**src/rtl/core/vtpd_pkg.sv**
```systemverilog
package vtpd_pkg;

    localparam int KIND_W       = 2;
    localparam int TIME_W       = 32;
    localparam int FREQ_W       = 9;
    localparam int PERIOD_W     = 10;
    localparam int DUTY_W       = 7;
    localparam int CFG_INDEX_W  = 1;
    localparam int CFG_DATA_W   = 10;

    localparam logic [KIND_W-1:0] KIND_TICK       = 2'd0;
    localparam logic [KIND_W-1:0] KIND_PWM        = 2'd1;
    localparam logic [KIND_W-1:0] KIND_FORCE_AUTO = 2'd2;

    localparam logic [CFG_INDEX_W-1:0] CFG_AUTO_FREQ  = 1'b0;
    localparam logic [CFG_INDEX_W-1:0] CFG_PWM_PERIOD = 1'b1;

    localparam logic [FREQ_W-1:0]   AUTO_FREQ_RESET  = 9'd1;
    localparam logic [PERIOD_W-1:0] PWM_PERIOD_RESET = 10'd200;

    localparam logic [DUTY_W-1:0] DUTY_FULL = 7'd100;
    localparam logic [DUTY_W-1:0] DUTY_MIN  = 7'd13;
    localparam logic [DUTY_W-1:0] DUTY_MAX  = 7'd87;

    localparam logic [17:0] HALF_SECOND_MS = 18'd500;

    typedef struct packed {
        logic [KIND_W-1:0]  kind;
        logic [TIME_W-1:0]  current_time;
        logic               trigger_level;
        logic               auto_level;
        logic signed [7:0]  throttle;
        logic               auto_request;
    } in_item_t;

    typedef struct packed {
        logic valve_open;
        logic auto_active;
    } out_item_t;

    typedef struct packed {
        logic [FREQ_W-1:0]   auto_freq;
        logic [PERIOD_W-1:0] pwm_period;
    } cfg_t;

endpackage

```
**src/rtl/core/valve_toggle_pwm_driver.sv**
```systemverilog
// valve driver with toggle, auto blink and slow pwm with limited pulse width
//
// input channel in_valid/in_ready carries one item per tick: kind, millisecond
// timestamp, sampled trigger and auto pin levels, throttle and auto request.
// output channel out_valid/out_ready returns one item per input item with the
// valve level and auto flag after that item, in input order.
// configuration: cfg_we, cfg_index, cfg_wdata; index 0 auto_freq, index 1
// pwm_period; write only while no item is in flight.
//
// an accepted item passes through one input register, then a single pass of
// state update logic into the result register, which drives out_valid.
// throughput is one item per cycle unless the receiver stalls.
// when the receiver stalls, the result register holds its item and the input
// register still takes one more item; in_ready drops only when both are full.
// reset clears the valve (closed), auto flag, pin history and both time marks,
// sets auto_freq to 1 and pwm_period to 200, and empties both registers.
module valve_toggle_pwm_driver
    import vtpd_pkg::*;
(
    input  logic                   clk,
    input  logic                   rst_n,
    input  logic                   in_valid,
    output logic                   in_ready,
    input  in_item_t               in_item,
    output logic                   out_valid,
    input  logic                   out_ready,
    output out_item_t              out_item,
    input  logic                   cfg_we,
    input  logic [CFG_INDEX_W-1:0] cfg_index,
    input  logic [CFG_DATA_W-1:0]  cfg_wdata
);

    logic      s1_valid_reg;
    logic      s1_valid_next;
    in_item_t  s1_item_reg;
    logic      out_valid_reg;
    logic      out_valid_next;
    out_item_t out_item_reg;

    logic      out_free;
    logic      advance;
    logic      in_fire;
    cfg_t      cfg;
    out_item_t result;

    assign out_free = !out_valid_reg || out_ready;
    assign advance  = s1_valid_reg && out_free;
    assign in_ready = !s1_valid_reg || out_free;
    assign in_fire  = in_valid && in_ready;

    always_comb
    begin
        s1_valid_next = s1_valid_reg;
        if (in_fire)
            s1_valid_next = 1'b1;
        else if (advance)
            s1_valid_next = 1'b0;

        out_valid_next = out_valid_reg;
        if (advance)
            out_valid_next = 1'b1;
        else if (out_ready)
            out_valid_next = 1'b0;
    end

    always_ff @(posedge clk or negedge rst_n)
    begin
        if (!rst_n)
        begin
            s1_valid_reg  <= 1'b0;
            out_valid_reg <= 1'b0;
        end
        else
        begin
            s1_valid_reg  <= s1_valid_next;
            out_valid_reg <= out_valid_next;
        end
    end

    always_ff @(posedge clk)
    begin
        if (in_fire)
            s1_item_reg <= in_item;
        if (advance)
            out_item_reg <= result;
    end

    vtpd_cfg u_cfg (
        .clk       (clk),
        .rst_n     (rst_n),
        .cfg_we    (cfg_we),
        .cfg_index (cfg_index),
        .cfg_wdata (cfg_wdata),
        .cfg       (cfg)
    );

    vtpd_core u_core (
        .clk     (clk),
        .rst_n   (rst_n),
        .advance (advance),
        .item    (s1_item_reg),
        .cfg     (cfg),
        .result  (result)
    );

    assign out_valid = out_valid_reg;
    assign out_item  = out_item_reg;

endmodule

```
**src/rtl/core/vtpd_cfg.sv**
```systemverilog
module vtpd_cfg
    import vtpd_pkg::*;
(
    input  logic                   clk,
    input  logic                   rst_n,
    input  logic                   cfg_we,
    input  logic [CFG_INDEX_W-1:0] cfg_index,
    input  logic [CFG_DATA_W-1:0]  cfg_wdata,
    output cfg_t                   cfg
);

    logic [FREQ_W-1:0]   auto_freq_reg;
    logic [FREQ_W-1:0]   auto_freq_next;
    logic [PERIOD_W-1:0] pwm_period_reg;
    logic [PERIOD_W-1:0] pwm_period_next;

    always_comb
    begin
        auto_freq_next  = auto_freq_reg;
        pwm_period_next = pwm_period_reg;
        if (cfg_we)
        begin
            case (cfg_index)
                CFG_AUTO_FREQ:  auto_freq_next  = cfg_wdata[FREQ_W-1:0];
                CFG_PWM_PERIOD: pwm_period_next = cfg_wdata[PERIOD_W-1:0];
                default:        ;
            endcase
        end
    end

    always_ff @(posedge clk or negedge rst_n)
    begin
        if (!rst_n)
        begin
            auto_freq_reg  <= AUTO_FREQ_RESET;
            pwm_period_reg <= PWM_PERIOD_RESET;
        end
        else
        begin
            auto_freq_reg  <= auto_freq_next;
            pwm_period_reg <= pwm_period_next;
        end
    end

    assign cfg.auto_freq  = auto_freq_reg;
    assign cfg.pwm_period = pwm_period_reg;

endmodule

```
**src/rtl/core/vtpd_core.sv**
```systemverilog
module vtpd_core
    import vtpd_pkg::*;
(
    input  logic      clk,
    input  logic      rst_n,
    input  logic      advance,
    input  in_item_t  item,
    input  cfg_t      cfg,
    output out_item_t result
);

    logic              valve_state_reg;
    logic              valve_state_next;
    logic              auto_state_reg;
    logic              auto_state_next;
    logic              last_trigger_reg;
    logic              last_trigger_next;
    logic              last_auto_pin_reg;
    logic              last_auto_pin_next;
    logic [TIME_W-1:0] last_toggle_time_reg;
    logic [TIME_W-1:0] last_toggle_time_next;
    logic [TIME_W-1:0] window_start_reg;
    logic [TIME_W-1:0] window_start_next;

    logic [FREQ_W-1:0] freq_eff;
    logic [TIME_W-1:0] dt_toggle;
    logic [17:0]       auto_prod;
    logic              auto_expired;

    logic [DUTY_W-1:0] duty;
    logic [TIME_W-1:0] dt_window;
    logic [16:0]       on_prod;
    logic [10:0]       dt_plus_one;
    logic [16:0]       dt_scaled;
    logic              dt_lt_on;
    logic              dt_lt_period;

    logic              valve_mid;
    logic              auto_mid;

    // auto interval test: dt > 500/f is the same as dt*f > 500
    assign freq_eff     = (cfg.auto_freq == '0) ? 9'd1 : cfg.auto_freq;
    assign dt_toggle    = item.current_time - last_toggle_time_reg;
    assign auto_prod    = 18'(dt_toggle[8:0]) * 18'(freq_eff);
    assign auto_expired = (dt_toggle[TIME_W-1:9] != '0) || (auto_prod > HALF_SECOND_MS);

    always_comb
    begin
        if (item.throttle[7])
            duty = '0;
        else if (item.throttle[6:0] > DUTY_FULL)
            duty = DUTY_FULL;
        else
            duty = item.throttle[6:0];
        if (duty != '0 && duty != DUTY_FULL)
        begin
            if (duty < DUTY_MIN)
                duty = DUTY_MIN;
            else if (duty > DUTY_MAX)
                duty = DUTY_MAX;
        end
    end

    // dt < period*duty/100 is the same as 100*(dt+1) <= period*duty
    assign dt_window    = item.current_time - window_start_reg;
    assign on_prod      = 17'(cfg.pwm_period) * 17'(duty);
    assign dt_plus_one  = 11'(dt_window[9:0]) + 11'd1;
    assign dt_scaled    = 17'(dt_plus_one) * 17'(DUTY_FULL);
    assign dt_lt_on     = (dt_window[TIME_W-1:10] == '0) && (dt_scaled <= on_prod);
    assign dt_lt_period = dt_window < TIME_W'(cfg.pwm_period);

    always_comb
    begin
        valve_state_next      = valve_state_reg;
        auto_state_next       = auto_state_reg;
        last_trigger_next     = last_trigger_reg;
        last_auto_pin_next    = last_auto_pin_reg;
        last_toggle_time_next = last_toggle_time_reg;
        window_start_next     = window_start_reg;
        valve_mid             = valve_state_reg;
        auto_mid              = auto_state_reg;
        case (item.kind)
            KIND_TICK:
            begin
                if (item.trigger_level && !last_trigger_reg)
                    valve_mid = !valve_state_reg;
                if (item.auto_level && !last_auto_pin_reg)
                    auto_mid = !auto_state_reg;
                last_trigger_next  = item.trigger_level;
                last_auto_pin_next = item.auto_level;
                auto_state_next    = auto_mid;
                valve_state_next   = valve_mid;
                if (auto_mid && auto_expired)
                begin
                    valve_state_next      = !valve_mid;
                    last_toggle_time_next = item.current_time;
                end
            end
            KIND_PWM:
            begin
                if (duty == '0 && valve_state_reg)
                    valve_state_next = 1'b0;
                else if (duty == DUTY_FULL)
                    valve_state_next = 1'b1;
                else if (dt_lt_on)
                    valve_state_next = 1'b1;
                else if (dt_lt_period)
                    valve_state_next = 1'b0;
                else
                    window_start_next = item.current_time;
            end
            KIND_FORCE_AUTO:
            begin
                auto_state_next = item.auto_request;
            end
            default:
            begin
            end
        endcase
    end

    always_ff @(posedge clk or negedge rst_n)
    begin
        if (!rst_n)
        begin
            valve_state_reg      <= 1'b0;
            auto_state_reg       <= 1'b0;
            last_trigger_reg     <= 1'b0;
            last_auto_pin_reg    <= 1'b0;
            last_toggle_time_reg <= '0;
            window_start_reg     <= '0;
        end
        else if (advance)
        begin
            valve_state_reg      <= valve_state_next;
            auto_state_reg       <= auto_state_next;
            last_trigger_reg     <= last_trigger_next;
            last_auto_pin_reg    <= last_auto_pin_next;
            last_toggle_time_reg <= last_toggle_time_next;
            window_start_reg     <= window_start_next;
        end
    end

    assign result.valve_open  = valve_state_next;
    assign result.auto_active = auto_state_next;

`ifndef ASSERT_OFF
    a_force_auto: assert property (@(posedge clk) disable iff (!rst_n)
        advance && item.kind == KIND_FORCE_AUTO |=> auto_state_reg == $past(item.auto_request))
        else $error("force auto item did not set the auto flag");

    a_full_duty: assert property (@(posedge clk) disable iff (!rst_n)
        advance && item.kind == KIND_PWM && !item.throttle[7] && item.throttle[6:0] >= DUTY_FULL
        |=> valve_state_reg)
        else $error("full throttle did not open the valve");

    a_pwm_keeps_auto: assert property (@(posedge clk) disable iff (!rst_n)
        advance && item.kind == KIND_PWM
        |=> auto_state_reg == $past(auto_state_reg) && $stable(last_trigger_reg))
        else $error("pwm item disturbed auto state or pin history");

    a_tick_keeps_window: assert property (@(posedge clk) disable iff (!rst_n)
        advance && item.kind == KIND_TICK |=> $stable(window_start_reg))
        else $error("tick item moved the pwm window");

    a_hold_when_idle: assert property (@(posedge clk) disable iff (!rst_n)
        !advance |=> $stable({valve_state_reg, auto_state_reg, last_toggle_time_reg}))
        else $error("state changed without an item");
`endif

endmodule

```
**config.mk**
```make
export PLATFORM = sky130hd
export DESIGN_NAME = valve_toggle_pwm_driver
export DESIGN_NICKNAME = d
export VERILOG_FILES = /design/src/rtl/core/vtpd_pkg.sv /design/src/rtl/core/valve_toggle_pwm_driver.sv /design/src/rtl/core/vtpd_cfg.sv /design/src/rtl/core/vtpd_core.sv
export SDC_FILE = /design/constraint.sdc
export NUM_CORES = 1
export LEC_CHECK = 0
export ABC_AREA = 1
export BUFFER_PORTS_ARGS = -buffer_cell sky130_fd_sc_hd__buf_4
export CORE_UTILIZATION = 45
export CTS_CLUSTER_DIAMETER = 60
export DETAILED_ROUTE_END_ITERATION = 10
export MAX_ROUTING_LAYER = met4
export PLACE_DENSITY = 0.65
export SLEW_MARGIN = 20
export SYNTH_ARGS = -nofsm -noshare
export SYNTH_HDL_FRONTEND = slang
export SYNTH_SLANG_ARGS = --single-unit
```
**constraint.sdc**
```tcl
create_clock -name clk -period 9.58 [get_ports clk]
set_input_delay 1.916 -clock clk [delete_from_list [all_inputs] [get_ports clk]]
set_output_delay 1.916 -clock clk [all_outputs]
set_load 0.02 [all_outputs]
```
# Yosys cells after proc, flatten, opt, wreduce, memory -nomap -nowiden
# Index checks and enable logic that the tools add are counted.
[totals]
register_bits = 136
latch_bits = 0
mem_bits_rw = 0
rom_bits = 0
inputBits = 61
output_inout_bits = 4
elab_cells = 91
n_memories = 0
[classes]
n_addsub = 3
multipliers = 3
div = 0
n_lt_le_gt_ge = 6
eq_ne = 4
shift = 0
muxes = 21
bitwise_logic = 5
reduce_logical = 31
[op_table]
columns = ["cell", "count"]
rows = [
  ["subtractor 32 bit", 2],
  ["two-way mux 7 bit", 5],
  ["less-than comparator 32 x 10 -> 1 bit", 1],
  ["nonzero test 23 bit", 1],
  ["logical NOT 22 bit", 1],
  ["> comparator 18 x 9 -> 1 bit, second input constant", 1],
  ["multiplier 9 x 9 -> 18 bit", 1],
  ["<= comparator 17 bit", 1],
  ["multiplier 10 x 7 -> 17 bit", 1],
  ["multiplier 11 x 5 -> 15 bit, second input constant", 1],
  ["> comparator 7 bit, second input constant", 2],
  ["two-way mux 1 bit", 13],
  ["adder 10 x 1 -> 11 bit, second input constant", 1],
  ["logical NOT 9 bit", 1],
  ["two-way mux 9 bit", 1],
  ["logical AND 1 bit", 8],
  ["equality test 7 bit, second input constant", 1],
  ["logical NOT 1 bit", 7],
  ["logical NOT 7 bit", 1],
  ["less-than comparator 7 x 4 -> 1 bit, second input constant", 1],
  ["inequality test 7 bit, second input constant", 1],
  ["nonzero test 7 bit", 1],
  ["AND reduction 2 bit", 3],
  ["AND reduction 6 bit", 1],
  ["other kinds (8)", 16],
]

# Logic depth before layout (Yosys ltp)
[logic_depth]
depth_word = 14
ltp_mapped = 46
ltp_nobuf = 46

# By module
# A second synthesis with hierarchy kept.
[unflattened]
hier_cells = 2509
hier_area_um2 = 17018.8
[modules_own_cells]
columns = ["mod", "n_inst", "cells_each", "area_each_um2", "seq_area_each_um2"]
rows = [
  ["vtpd_core", 1, 2368, 14746.6, 1701.6],
  ["valve_toggle_pwm_driver", 1, 59, 1506.4, 1461.4],
  ["vtpd_cfg", 1, 82, 765.7, 480.5],
]

# Worst setup path before layout
# No wires, ideal clock.
[synth_timing]
path_type = "register to register"
startpoint = "register s1_item_reg[4] (netlist name)"
endpoint = "register u_core.window_start_reg[2]"
setup_time_ps = 121
arrival_time_ps = 6839
required_ps = 9459
setup_slack_ps = 2620
path_stages_with_launch = 45
path_buffers = 1
synth_period_minus_slack_ps = 6960
cell_sequence = "edfxtp_1 > nor2_1 > a21oi_1 > inv_1 > nand2_1 > nand2_1 > nand2_1 > nor3_1 > nor2_1 > inv_1 > nor2_1 > nor2_1 > inv_1 > nor2_1 > inv_1 > nand2_1 > fa_1 > fa_1 > [... 9 more ...] > o21ai_0 > a21oi_1 > o21bai_1 > a21oi_1 > nor2_1 > nor2_1 > xor2_1 > ha_1 > nand2_1 > nor2_1 > a2111oi_0 > nand2_1 > nand2_1 > nand3_1 > nand3_1 > nand3b_4 > buf_6 > o21ai_1"
[synth_between]
elab_chain_cells = 12
word_cells_on_any_way = 21
classes_between = "mul (1); order compare (4); eq/ne (2); mux (5); bitwise (3); reduce/logical (6)"
[synth_lines]
columns = ["element", "line", "text"]
rows = [
  ["start, declared", "valve_toggle_pwm_driver.sv:35", "in_item_t s1_item_reg;"],
  ["start signal, assigned", "valve_toggle_pwm_driver.sv:83", "s1_item_reg <= in_item;"],
  ["> comparator 7 bit", "vtpd_core.sv:51", "else if (item.throttle[6:0] > DUTY_FULL)"],
  ["two-way mux 7 bit (*)", "vtpd_core.sv:51", ""],
  ["two-way mux 7 bit (*)", "vtpd_core.sv:49", "if (item.throttle[7])"],
  ["> comparator 7 bit", "vtpd_core.sv:59", "else if (duty > DUTY_MAX)"],
  ["two-way mux 7 bit", "vtpd_core.sv:59", ""],
  ["two-way mux 7 bit", "vtpd_core.sv:57", "if (duty < DUTY_MIN)"],
  ["two-way mux 7 bit (*)", "vtpd_core.sv:55", "if (duty != '0 && duty != DUTY_FULL)"],
  ["multiplier 10 x 7 -> 17 bit", "vtpd_core.sv:66", "assign on_prod = 17'(cfg.pwm_period) * 17'(duty);"],
  ["<= comparator 17 bit", "vtpd_core.sv:69", "assign dt_lt_on = (dt_window[TIME_W-1:10] == '0) && (dt_scaled <= on_prod);"],
  ["logical AND 1 bit", "vtpd_core.sv:69", ""],
  ["inverter 1 bit (no source line)", "n/a", ""],
  ["AND reduction 6 bit (no source line) (*)", "n/a", ""],
  ["end signal, assigned", "vtpd_core.sv:140", "window_start_reg <= window_start_next;"],
  ["end, declared", "vtpd_core.sv:22", "logic [TIME_W-1:0] window_start_reg;"],
]
# Mark *: on every way between the ends. The rest lies on a longest branch, timed or not.
# A chain may end at the register's enable or synchronous reset.

# Worst setup path after layout
[layout_timing]
startpoint = "register s1_item_reg[4] (netlist name)"
endpoint = "register u_core.window_start_reg[1]"
# Same word-level chain as after synthesis.

==> results.tsv <==
metric	value	unit
Fin. Hold Viols	0	
max-slew violations	0	
R2R cell count	43	
Site Rows	71	
syn nets	2881	
H-tree Lvls	4	
die footprint	0.03889	mm²
main flop type after synthesis	dfrtp_1	
largest net degree at the start of global routing	76	
Hold WC Path Type	flop to flop	
Mapped Cells	2530	
# IOs	65	
initial DRC count	771	
DIE WIDTH	197.2	µm
Synth Cell Area	0.01715	mm²
final core utilization	49.88	%
post-DR wirelength/cell	14.16	µm
CP arrival	9.00	ns
DR vias	15220	
drt total wl	44120	µm
f_max	115.3	MHz
Port Buffers	64	
CP top delay family	simple AND/OR/NAND/NOR gates	
post-DP HPWL	37700	µm
Worst Path Max Fanout	64	
placer congestion estimate	0.9383	
post-CTS setup buffers	0	
Chip Height	197.2	µm
initial antenna violation count	0	
grt ovf	0	
setup TNS	0	ns
vias in the first global route	14840	
hold depth	2	
synth unique cells	48	
Buf/Inv on CP	6	
Crit. End Element	flop	
initial core utilization	45.63	%
clock root buffer	clkbuf_16	
CTS Buf Count	17	
ratio of cells with drive above 1 in the final layout	6.756	%
Placed Instances	3084	
Critical Path Stages	43	
Crit path top cell by count	nor2_1	
Post-DRT Antenna Nets	0	
Bufs on Longest Clock Path	2	
run status	completed	
Seq cells post-synth	136	
ant diodes	0	
startpoint types	flop	
Finish-stage setup viols	0	
Post-synth ARST share	65.44	%
sequential fraction of the synthesis area	21.25	%
final worst clock skew	0.01670	ns
count of clock tree sinks	136	
crit path kind	flop to flop	
CTS tree	built	
crit path max-delay cell type	nand3b_4	
Worst-Skew Late Latency	0.44	ns
Hold Buf Count CTS	0	
CP required	9.91	ns
first drt pass iteration count	6	
area grow syn2layout	9.303	%
Cell Count, Final, Fillers Out	3116	
Final nets	2943	
overall global routing resource usage	24.42	%
Post-synth EDFFs	47	
max reg flops	45	
Max stage delay on crit path	0.68	ns
syn avg cell area	6.778	µm²
DR DRC count	0	
worst-margin pin slew	0.9500	ns
Min Clock Period, post-route	8.670	ns
Synthesis Warnings	0	
Clock transition at path regs	0.06	ns
Vias/cell	4.886	
post_cts resized	0	
first-pass GRT wire length	72970	µm
Core Box Area	0.03758	mm²
RSZ-0062 raised after global routing	false	
Max-Slew Margin vs Limit	36.67	%
max cap viols	0	
fin crit share	90.50	%
==> stage by stage <==
step | hold slack (ns) | setup slack (ns) | cell area (µm²)
after detailed placement | 0.4748 | 1.075 | 18140
after global routing | 0.5116 | 0.1543 | 18740
after floorplan | 0.4530 | 2.620 | 17150
after CTS | 0.4910 | 1.014 | 18740
final | 0.4868 | 0.9096 | 18740
after global placement | 0.4696 | 1.301 | 18140
==> cells in the final DEF, fill, tap and decap left out, types with 2 or more instances in the layout <==
cell,instances
nand2_1,778
inv_1,574
nor2_1,206
ha_1,193
nand3_1,108
fa_1,97
a21oi_1,90
dfrtp_1,85
o21ai_0,74
buf_4,66
edfxtp_1,47
xor2_1,42
nand4_1,35
nand2_2,26
xnor2_1,21
o21ai_2,20
clkbuf_16,17
o21ai_1,15
inv_2,13
nor3_1,13
nand3b_1,11
o21bai_1,10
nor2_2,6
and2_1,5
and3_1,4
clkinv_4,4
dfstp_2,4
nand3_2,3
a21o_1,3
inv_6,3
bufinv_16,3
clkinv_1,2
or2_2,2
o31ai_1,2
a31oi_1,2
o211a_1,2
nor3_2,2
clkinv_2,2
clkbuf_1,2
==> final timing paths <==
kind                                             start                          end  slack [ns]
max                                     s1_item_reg[4]   u_core.window_start_reg[1]        0.91
min                        u_core.window_start_reg[17]  u_core.window_start_reg[17]        0.49
max reg2reg                             s1_item_reg[4]   u_core.window_start_reg[1]        0.91
min reg2reg                u_core.window_start_reg[17]  u_core.window_start_reg[17]        0.49
max in group asynchronous                        rst_n      u_cfg.pwm_period_reg[9]        7.04
min in group asynchronous                        rst_n        u_core.auto_state_reg        1.33
==> worst reg2reg max path: cells and delay by family (launching register included) <==
kind                     cells  cell delay (ns)
adder cells (fa/ha/maj)      6             2.58
AND/OR/NAND/NOR             19             3.15
buffers and inverters        6             0.49
AO/OA/AOI/OAI               11             1.81
flip-flops                   1             0.37
XOR/XNOR                     1             0.17
==> cell type report <==
cell class,count,area (µm²)
clock buffer,19,432.9
sequential,136,3643
multi-input combinational,1781,11150
timing repair buffer,66,495.5
clock inverter,13,170.2
tap,511,639.4
fill,3799,18830
inverter,590,2216
==> cells by family after synthesis <==
family / after synthesis / synth area share (%)
AND/OR/NAND/NOR: 1203 / 28.95
buffers and inverters: 613 / 13.75
adder cells (fa/ha/maj): 290 / 25.41
AO/OA/AOI/OAI: 225 / 7.421
flip-flops: 136 / 21.25
XOR/XNOR: 63 / 3.218
==> per-layer routing <==
metal	track usage, %	part of all wire, %	vias up
li1	-	-	7869
met2	41.84	49	282
met3	3.022	3.4	61
met1	29.93	45	7012
met5	-	0	-
met4	7.465	2.5	0
==> Yosys cell counts, drive strengths merged (12+ instances only) <==
cell type,n,area [µm²]
ha,193,2415
nand3,111,570.6
nor3,15,85.08
fa,97,1942
xnor2,21,183.9
edfxtp,47,1411
inv,588,2207
nand3b,12,102.6
clkbuf,14,56.30
a21oi,91,459.2
nand2,804,3083
nor2,213,822.0
o21ai,109,620.6
dfrtp,85,2127
xor2,42,367.9
nand4,35,219.0
Power is not shown: default switching activity piles up to over one toggle a cycle in this logic, so the estimate is an artifact.
